===== src/assert_macros.svh =====
// Assertion macros for the rigidity spectrum intensity modules
`ifndef ASSERT_MACROS_SVH
`define ASSERT_MACROS_SVH

// Clocked property, switched off while in reset
`define RSI_ASSERT(label, prop) \
	label: assert property (@(posedge clk) disable iff (!arst_n) prop) \
		else $error("rsi assertion failed");

// Condition that must never hold
`define RSI_NEVER(label, cond) \
	label: assert property (@(posedge clk) disable iff (!arst_n) !(cond)) \
		else $error("rsi forbidden condition seen");

`endif


===== src/rsi_pkg.sv =====
// Types, widths and codes shared by the rigidity spectrum intensity block
package rsi_pkg;
	localparam int TABLE_DEPTH = 64;
	localparam int IDX_W = $clog2(TABLE_DEPTH);
	localparam int N_W = $clog2(TABLE_DEPTH + 1);
	localparam int E_W = 24;
	localparam int I_W = 32;
	localparam int R_W = 24;
	localparam int BPG_W = 16;
	localparam int RES_W = 40;
	localparam int ST_W = 2;
	localparam int CFG_IDX_W = 3;
	localparam int CFG_DATA_W = 32;

	localparam logic [CFG_IDX_W-1:0] CFG_REST_ENERGY = 3'd0;
	localparam logic [CFG_IDX_W-1:0] CFG_RIGIDITY_STEP = 3'd1;
	localparam logic [CFG_IDX_W-1:0] CFG_BINS_PER_GV = 3'd2;
	localparam logic [CFG_IDX_W-1:0] CFG_FORCE_SEARCH = 3'd3;
	localparam logic [CFG_IDX_W-1:0] CFG_TABLE_ENTRIES = 3'd4;

	localparam logic [ST_W-1:0] ST_OK = 2'd0;
	localparam logic [ST_W-1:0] ST_MISS = 2'd1;
	localparam logic [ST_W-1:0] ST_CLAMP = 2'd2;
	localparam logic [ST_W-1:0] ST_SAT = 2'd3;

	localparam logic FUNC_LOAD = 1'b0;
	localparam logic FUNC_EVAL = 1'b1;

	typedef struct packed {
		logic func;
		logic [R_W-1:0] rigidity;
		logic [IDX_W-1:0] entry_index;
		logic [E_W-1:0] entry_energy;
		logic [I_W-1:0] entry_intensity;
	} item_t;

	typedef struct packed {
		logic [E_W-1:0] rest_energy;
		logic [R_W-1:0] rigidity_step;
		logic [BPG_W-1:0] bins_per_gv;
		logic force_search;
		logic [N_W-1:0] entries;
	} regs_t;
endpackage


===== src/rsi_if.sv =====
// Handshake channels of the rigidity spectrum intensity block
interface rsi_req_if import rsi_pkg::*; ();
	logic valid;
	logic ready;
	logic func;
	logic [R_W-1:0] rigidity;
	logic [IDX_W-1:0] entry_index;
	logic [E_W-1:0] entry_energy;
	logic [I_W-1:0] entry_intensity;
	modport source(output valid, func, rigidity, entry_index, entry_energy, entry_intensity,
		input ready);
	modport sink(input valid, func, rigidity, entry_index, entry_energy, entry_intensity,
		output ready);
endinterface


interface rsi_cfg_if import rsi_pkg::*; ();
	logic valid;
	logic ready;
	logic [CFG_IDX_W-1:0] index;
	logic [CFG_DATA_W-1:0] data;
	modport source(output valid, index, data, input ready);
	modport sink(input valid, index, data, output ready);
endinterface


===== src/rsi_front.sv =====
// Front end: configuration registers and the item queue ahead of the back end
module rsi_front import rsi_pkg::*; (
	input logic clk,
	input logic arst_n,
	rsi_req_if.sink req,
	rsi_cfg_if.sink cfg,
	output regs_t regs,
	output logic item_vld,
	output item_t item,
	input logic item_pop
);
	localparam int Q_DEPTH = 2;

	logic [E_W-1:0] rest_q;
	logic [R_W-1:0] step_q;
	logic [BPG_W-1:0] bpg_q;
	logic force_q;
	logic [N_W-1:0] entries_q;
	item_t fifo_q [Q_DEPTH];
	logic wr_ptr_q, rd_ptr_q;
	logic [1:0] cnt_q;
	logic push;
	item_t in_item;

	assign cfg.ready = 1'b1;

	always_ff @(posedge clk or negedge arst_n) begin
		if (!arst_n) begin
			rest_q <= 24'd61490;
			step_q <= 24'd655;
			bpg_q <= '0;
			force_q <= 1'b1;
			entries_q <= N_W'(TABLE_DEPTH);
		end else if (cfg.valid) begin
			case (cfg.index)
				CFG_REST_ENERGY: rest_q <= cfg.data[E_W-1:0];
				CFG_RIGIDITY_STEP: step_q <= cfg.data[R_W-1:0];
				CFG_BINS_PER_GV: bpg_q <= cfg.data[BPG_W-1:0];
				CFG_FORCE_SEARCH: force_q <= cfg.data[0];
				CFG_TABLE_ENTRIES: entries_q <= cfg.data[N_W-1:0];
				default: ;
			endcase
		end
	end

	// clamp the entry count to the usable range
	always_comb begin
		regs.rest_energy = rest_q;
		regs.rigidity_step = step_q;
		regs.bins_per_gv = bpg_q;
		regs.force_search = force_q;
		if (entries_q < N_W'(2))
			regs.entries = N_W'(2);
		else if (entries_q > N_W'(TABLE_DEPTH))
			regs.entries = N_W'(TABLE_DEPTH);
		else
			regs.entries = entries_q;
	end

	assign in_item = '{func: req.func, rigidity: req.rigidity, entry_index: req.entry_index,
		entry_energy: req.entry_energy, entry_intensity: req.entry_intensity};
	assign req.ready = (cnt_q != 2'(Q_DEPTH));
	assign push = req.valid && req.ready;
	assign item_vld = (cnt_q != 2'd0);
	assign item = fifo_q[rd_ptr_q];

	always_ff @(posedge clk) begin
		if (push)
			fifo_q[wr_ptr_q] <= in_item;
	end

	always_ff @(posedge clk or negedge arst_n) begin
		if (!arst_n) begin
			wr_ptr_q <= 1'b0;
			rd_ptr_q <= 1'b0;
			cnt_q <= '0;
		end else begin
			if (push)
				wr_ptr_q <= ~wr_ptr_q;
			if (item_pop)
				rd_ptr_q <= ~rd_ptr_q;
			cnt_q <= cnt_q + 2'(push) - 2'(item_pop);
		end
	end
endmodule


===== src/flat_wrapper.sv =====
// flat-port wrapper written by rule: the top's interface ports become plain ports
module rsi_front_flat import rsi_pkg::*;
  (clk, arst_n, regs, item_vld, item, item_pop, req_valid, req_func, req_rigidity, req_entry_index, req_entry_energy, req_entry_intensity, req_ready, cfg_valid, cfg_index, cfg_data, cfg_ready);
  rsi_req_if req_i ();
  rsi_cfg_if cfg_i ();
  input logic clk;
  input logic arst_n;
  output regs_t regs;
  output logic item_vld;
  output item_t item;
  input logic item_pop;
  input wire logic [$bits(req_i.valid)-1:0] req_valid;
  input wire logic [$bits(req_i.func)-1:0] req_func;
  input wire logic [$bits(req_i.rigidity)-1:0] req_rigidity;
  input wire logic [$bits(req_i.entry_index)-1:0] req_entry_index;
  input wire logic [$bits(req_i.entry_energy)-1:0] req_entry_energy;
  input wire logic [$bits(req_i.entry_intensity)-1:0] req_entry_intensity;
  output wire logic [$bits(req_i.ready)-1:0] req_ready;
  input wire logic [$bits(cfg_i.valid)-1:0] cfg_valid;
  input wire logic [$bits(cfg_i.index)-1:0] cfg_index;
  input wire logic [$bits(cfg_i.data)-1:0] cfg_data;
  output wire logic [$bits(cfg_i.ready)-1:0] cfg_ready;
  assign req_i.valid = req_valid;
  assign req_i.func = req_func;
  assign req_i.rigidity = req_rigidity;
  assign req_i.entry_index = req_entry_index;
  assign req_i.entry_energy = req_entry_energy;
  assign req_i.entry_intensity = req_entry_intensity;
  assign req_ready = req_i.ready;
  assign cfg_i.valid = cfg_valid;
  assign cfg_i.index = cfg_index;
  assign cfg_i.data = cfg_data;
  assign cfg_ready = cfg_i.ready;
  rsi_front u_core (.clk(clk), .arst_n(arst_n), .req(req_i), .cfg(cfg_i), .regs(regs), .item_vld(item_vld), .item(item), .item_pop(item_pop));
endmodule

===== config.mk =====
export PLATFORM = sky130hd
export DESIGN_NAME = rsi_front_flat
export DESIGN_NICKNAME = d
export VERILOG_FILES = /design/src/assert_macros.svh /design/src/rsi_pkg.sv /design/src/rsi_if.sv /design/src/rsi_front.sv /design/src/flat_wrapper.sv
export SDC_FILE = /design/constraint.sdc
export NUM_CORES = 1
export LEC_CHECK = 0
export ABC_AREA = 0
export BUFFER_PORTS_ARGS = -buffer_cell sky130_fd_sc_hd__buf_2
export CORE_UTILIZATION = 40
export CTS_CLUSTER_SIZE = 24
export DETAILED_ROUTE_END_ITERATION = 8
export PLACE_DENSITY = 0.67
export SETUP_SLACK_MARGIN = 0.3
export SLEW_MARGIN = 20
export SYNTH_ARGS = -nofsm -noshare
export SYNTH_HDL_FRONTEND = slang
export SYNTH_SLANG_ARGS = --single-unit

===== constraint.sdc =====
create_clock -name clk -period 4.7 [get_ports clk]
set_input_delay 0.235 -clock clk [delete_from_list [all_inputs] [get_ports clk]]
set_output_delay 0.235 -clock clk [all_outputs]
set_load 0.02 [all_outputs]

======== Word level (Yosys, flattened, before mapping) ========
Memory sizes are Yosys's and may differ from the RTL's.
Cells that the tools add are included.
cells by class
  add/sub/neg operators ................... 2
  bitwise logic cells ..................... 2
  equal/unequal tests ..................... 5
  reductions and logical operators ........ 8
  magnitude comparators ................... 2
  muxes and demuxes ....................... 4
operators with widths
  operator              count
  $mux W7               2
  $reduce_and A2 Y1     5
  $gt A7 B7 Y1 const B  1
  $lt A7 B2 Y1 const B  1
  $eq A3 B2 Y1 const B  2
  $eq A3 B1 Y1 const B  1
  $eq A3 B3 Y1 const B  1
  $logic_not A3 Y1      1
  $add A2 B1 Y2         1
  $mux W1               2
  $ne A2 B2 Y1 const B  1
  $not A1 Y1            2
  $reduce_bool A2 Y1    1
  $sub A2 B1 Y2         1
  $logic_and A1 B1 Y1   1
word-level totals
  memories ................................ 1
  bits in writable memories ............... 174
  word-level logic and storage cells ...... 32
  bits in registers ....................... 76
memory list
  memory         words  width  read ports  clocked after Yosys merged registers in  write ports  line             source
  u_core.fifo_q  2      87     1           0                                        1            rsi_front.sv:19  item_t fifo_q [Q_DEPTH];

======== Longest topological paths before layout ========
  depth after elaboration ................. 4
  gate-level depth with buffers ........... 6
  mapped depth without buffers ............ 6

======== Worst setup path before layout ========
Ideal clock, no wire load.
  path kind ............................... register to register
  from .................................... register u_core.cnt_q[1]
  to ...................................... memory u_core.fifo_q[0][0] in the netlist's numbering (enable)
  setup time .............................. 533 ps
  data arrival time ....................... 4378 ps
  path buffers ............................ 0
  stages on the path, launching flop included .. 4
  data required time ...................... 4167 ps
  setup slack ............................. -211 ps
  period minus slack after synthesis ...... 4911 ps
  cells stage by stage .................... dfrtp_1 > nand2b_1 > nand2_1 > nor2_1
between the ends
  longest elaborated chain between the ends .. 4
RTL lines
  item                           line                source
  start, declared                rsi_front.sv:21     logic [1:0] cnt_q;
  start signal, assigned         rsi_front.sv:82     cnt_q <= cnt_q + 2'(push) - 2'(item_pop);
  $ne A2 B2 Y1                   rsi_front.sv:62     assign req.ready = (cnt_q != 2'(Q_DEPTH));
  via req_ready                  flat_wrapper.sv:18  output wire logic [$bits(req_i.ready)-1:0] req_ready;
  $logic_and A1 B1 Y1            rsi_front.sv:63     assign push = req.valid && req.ready;
  $mux W1                        rsi_front.sv:68     if (push)
  $mux W1 (implied by the code)  rsi_front.sv:69     fifo_q[wr_ptr_q] <= in_item;
  end, declared                  rsi_front.sv:19
The timed path passes the listed nets, and every way through them passes these cells.

==> out/results.txt <==
Status = finished, final reports clean
Skew final = 0.00947 ns
Die Wd = 155 um
DR iter-0 viols = 232
CP peak stage delay = 0.94 ns
Finished layout cell area = 13000 um2
Post-cts repair resize count = 0
Part of the power in registers = 0.432
Pleak = 0.00528 uW
Initial DRT Pass Iterations = 4
Logic pwr share = 0.305
Starting Density = 0.410
DIE HEIGHT = 155 um
Hold-fix buffers at CTS = 110
Worst path bufs/invs = 2
Num Clock Sinks = 250
Worst path slowest cell = dfrtp_4
Max-cap violations = 0
Hold WC Path Type = input pin to flip-flop
GPL Wtd Cong = 0.731
Netlist Area Pre-Place = 9340 um2
Initial antenna violation count = 0
Per-cell routed wire length = 17.5 um
PortBufs = 279
Register area = 7150 um2
Commonest non-fill, non-tap cell in the layout = buf_2
Clock power frac = 0.263
Final setup TNS = 0 ns
Grt ovf = 0
CTS clk-pin slew, worst paths = 0.06 ns
Area of the die = 24000 um2
Max-slew violation count = 0
Max_slew headroom = 0.389
Multi-input logic area = 2060 um2
Fmax = 0.359 GHz
CTS tree = yes
Crit start category = flip-flop
Psw = 2390 uW
Core ar. = 22800 um2
CTS root buf = clkbuf_16
Synth area leader = edfxtp_1
Layout Area Growth over Synthesis = 39.2%
Core Rows = 55
Fin crit share = 0.593
Hold Slack = 0.0359 ns
Crit-path cells = buf_4 > mux2_2 > buf_2
Syn_area_per_cell = 20.3 um2
Total CTS buffers = 26
Final ANT Viol Nets = 0
Largest net degree at the start of global routing = 62
CP Data Arrival Time = 2.55 ns
Gate Count Post-Synth = 460
I/O pin count = 289
Critical path class = flip-flop to primary output
# DRC = 0
Family with the most delay on the worst path = flip-flops
Largest cells by area after synthesis = edfxtp_1 56%, mux2_2 18%, dfrtp_1 16%
Vias in the first global route = 6182
Total Routed Length = 20900 um
Commonest non-fill, non-tap cells in the layout = 279 x buf_2, 174 x edfxtp_1, 146 x mux2_2
Vias per Instance = 4.65
Via count = 5552
RSZ-0062 raised after global routing = false
Ratio of cells with drive above 1 in the final layout = 0.566
Power per Cell Area = 572 nW/um2
Pre-CTS WS = 2.41 ns
Synth Warn # = 0
Req. time, crit path = 4.47 ns
Ant diodes = 0
Yosys top cell area share = 0.559
First-pass GRT wire length = 32800 um
Count of final setup violators = 0
Total setup buffers inserted after CTS = 0
Hold Fails Final Rpt = 0
Final-stage net count = 993
Fillers = 1720
Tmin final = 2.79 ns
Syn_nets = 589
Maximum vdd drop = 0.283 mV
Switching portion of total power = 0.322
H-tree depth = 1
Gr usage total = 0.174
Placed cell areas = 11100 um2
Yosys reg bits = 250
Worst setup EP type = primary output
HPWL after detailed placement = 13500 um
Clock Tree Buf Depth = 3
Seq/Total Area, Yosys = 0.765
Cell variety after synth = 28
Post-route setup slack = 1.91 ns
Largest fanout on the critical path = 57
Worst skew pair latency = 0.52 ns
Internal cell power = 5040 uW
Worst-Margin Slew = 0.915 ns
-- flip-flops by register name, summed over array words and instances, names as in the netlist --
signal / cells
u_core.wr_ptr_q: 1
u_core.rest_q: 24
u_core.force_q: 1
u_core.entries_q: 7
u_core.bpg_q: 16
u_core.step_q: 24
u_core.cnt_q: 2
u_core.fifo_q: 174
u_core.rd_ptr_q: 1
-- final cells by class --
type | count | share of cell area
timing repair buffer | 396 | 0.197
tap | 313 | 0.0301
sequential | 250 | 0.550
clock inverter | 15 | 0.00943
clock buffer | 31 | 0.0531
inverter | 4 | 0.00116
multi-input combinational | 186 | 0.159
-- worst register-to-register path: stages (launching register included) --
cell and delay, ns:
dfrtp_1 0.40, nand2b_1 0.12, and3_4 0.78, buf_4 0.50
-- power groups by stage --
stage | clock network, uW | registers, uW | logic [uW]
2_1_floorplan | 0 | 3290 | 1390
3_3_place_gp | 0 | 3220 | 2170
3_5_place_dp | 0 | 3250 | 2210
4_1_cts | 2000 | 3210 | 2290
5_1_grt | 2090 | 3270 | 2410
6_report | 1960 | 3210 | 2270
-- cell usage after synthesis --
cell type / number
buf_4: 2
and4bb_1: 1
nand2_1: 2
xor2_1: 1
nand2b_1: 2
and3_1: 1
conb_1: 1
xnor2_1: 3
edfxtp_1: 174
nor3_2: 1
dfstp_2: 15
dfrtp_1: 61
nor4_1: 1
buf_2: 11
mux2_2: 146
mux2_1: 3
nor4b_4: 1
nor2b_1: 4
a21oi_1: 1
nor2_1: 3
mux2_4: 10
or2_2: 1
inv_1: 4
buf_6: 6
clkbuf_1: 1
ha_1: 2
nand4b_1: 1
nor4bb_1: 1
-- metrics by stage --
stage / std cells / total power (uW) / utilization
after floorplan: 460 / 4680 / -
after global placement: 1039 / 5390 / 0.487
after detailed placement: 1039 / 5450 / 0.487
after CTS: 1195 / 7500 / 0.571
after global routing: 1195 / 7770 / 0.571
final: 1195 / 7430 / 0.571
-- cell families (layout without fill, tap and decap cells) --
kind of cell / after synthesis / in the layout / share of synthesized area
compound gates: 1 / 1 / 0.000535
other cells: 1 / 1 / 0.000402
fa+ha+maj: 2 / 2 / 0.00268
xor+xnor: 4 / 4 / 0.00375
buf+inv: 24 / 446 / 0.0167
simple gates: 19 / 19 / 0.0150
mux: 159 / 159 / 0.196
flops: 250 / 250 / 0.765
-- metal layers --
metal | up-vias | GRT usage | share of wire
li1 | 2545 | - | -
met1 | 2752 | 0.198 | 0.39
met2 | 216 | 0.314 | 0.51
met3 | 39 | 0.0558 | 0.084
met4 | 0 | 0.0486 | 0.022
met5 | - | 0 | 0
-- path summary, 6_finish.rpt --
| check | from | to | slack, ns | depth (start not counted) |
|---|---|---|---|---|
| worst max-delay path | u_core.rd_ptr_q | item[75] | 1.91 | 3 |
| worst min-delay path | cfg_data[0] | u_core.rest_q[0] | 0.04 | 2 |
| max in group asynchronous | arst_n | u_core.rd_ptr_q | 3.36 | 3 |
| worst min register to register | u_core.step_q[4] | u_core.step_q[4] | 0.50 | 1 |
| worst max register to register | u_core.cnt_q[1] | u_core.fifo_q[1][85] | 2.55 | 3 |
| min in group asynchronous | arst_n | u_core.rest_q[18] | 0.16 | 2 |
No activity file was read; power rests on OpenSTA's default activity.
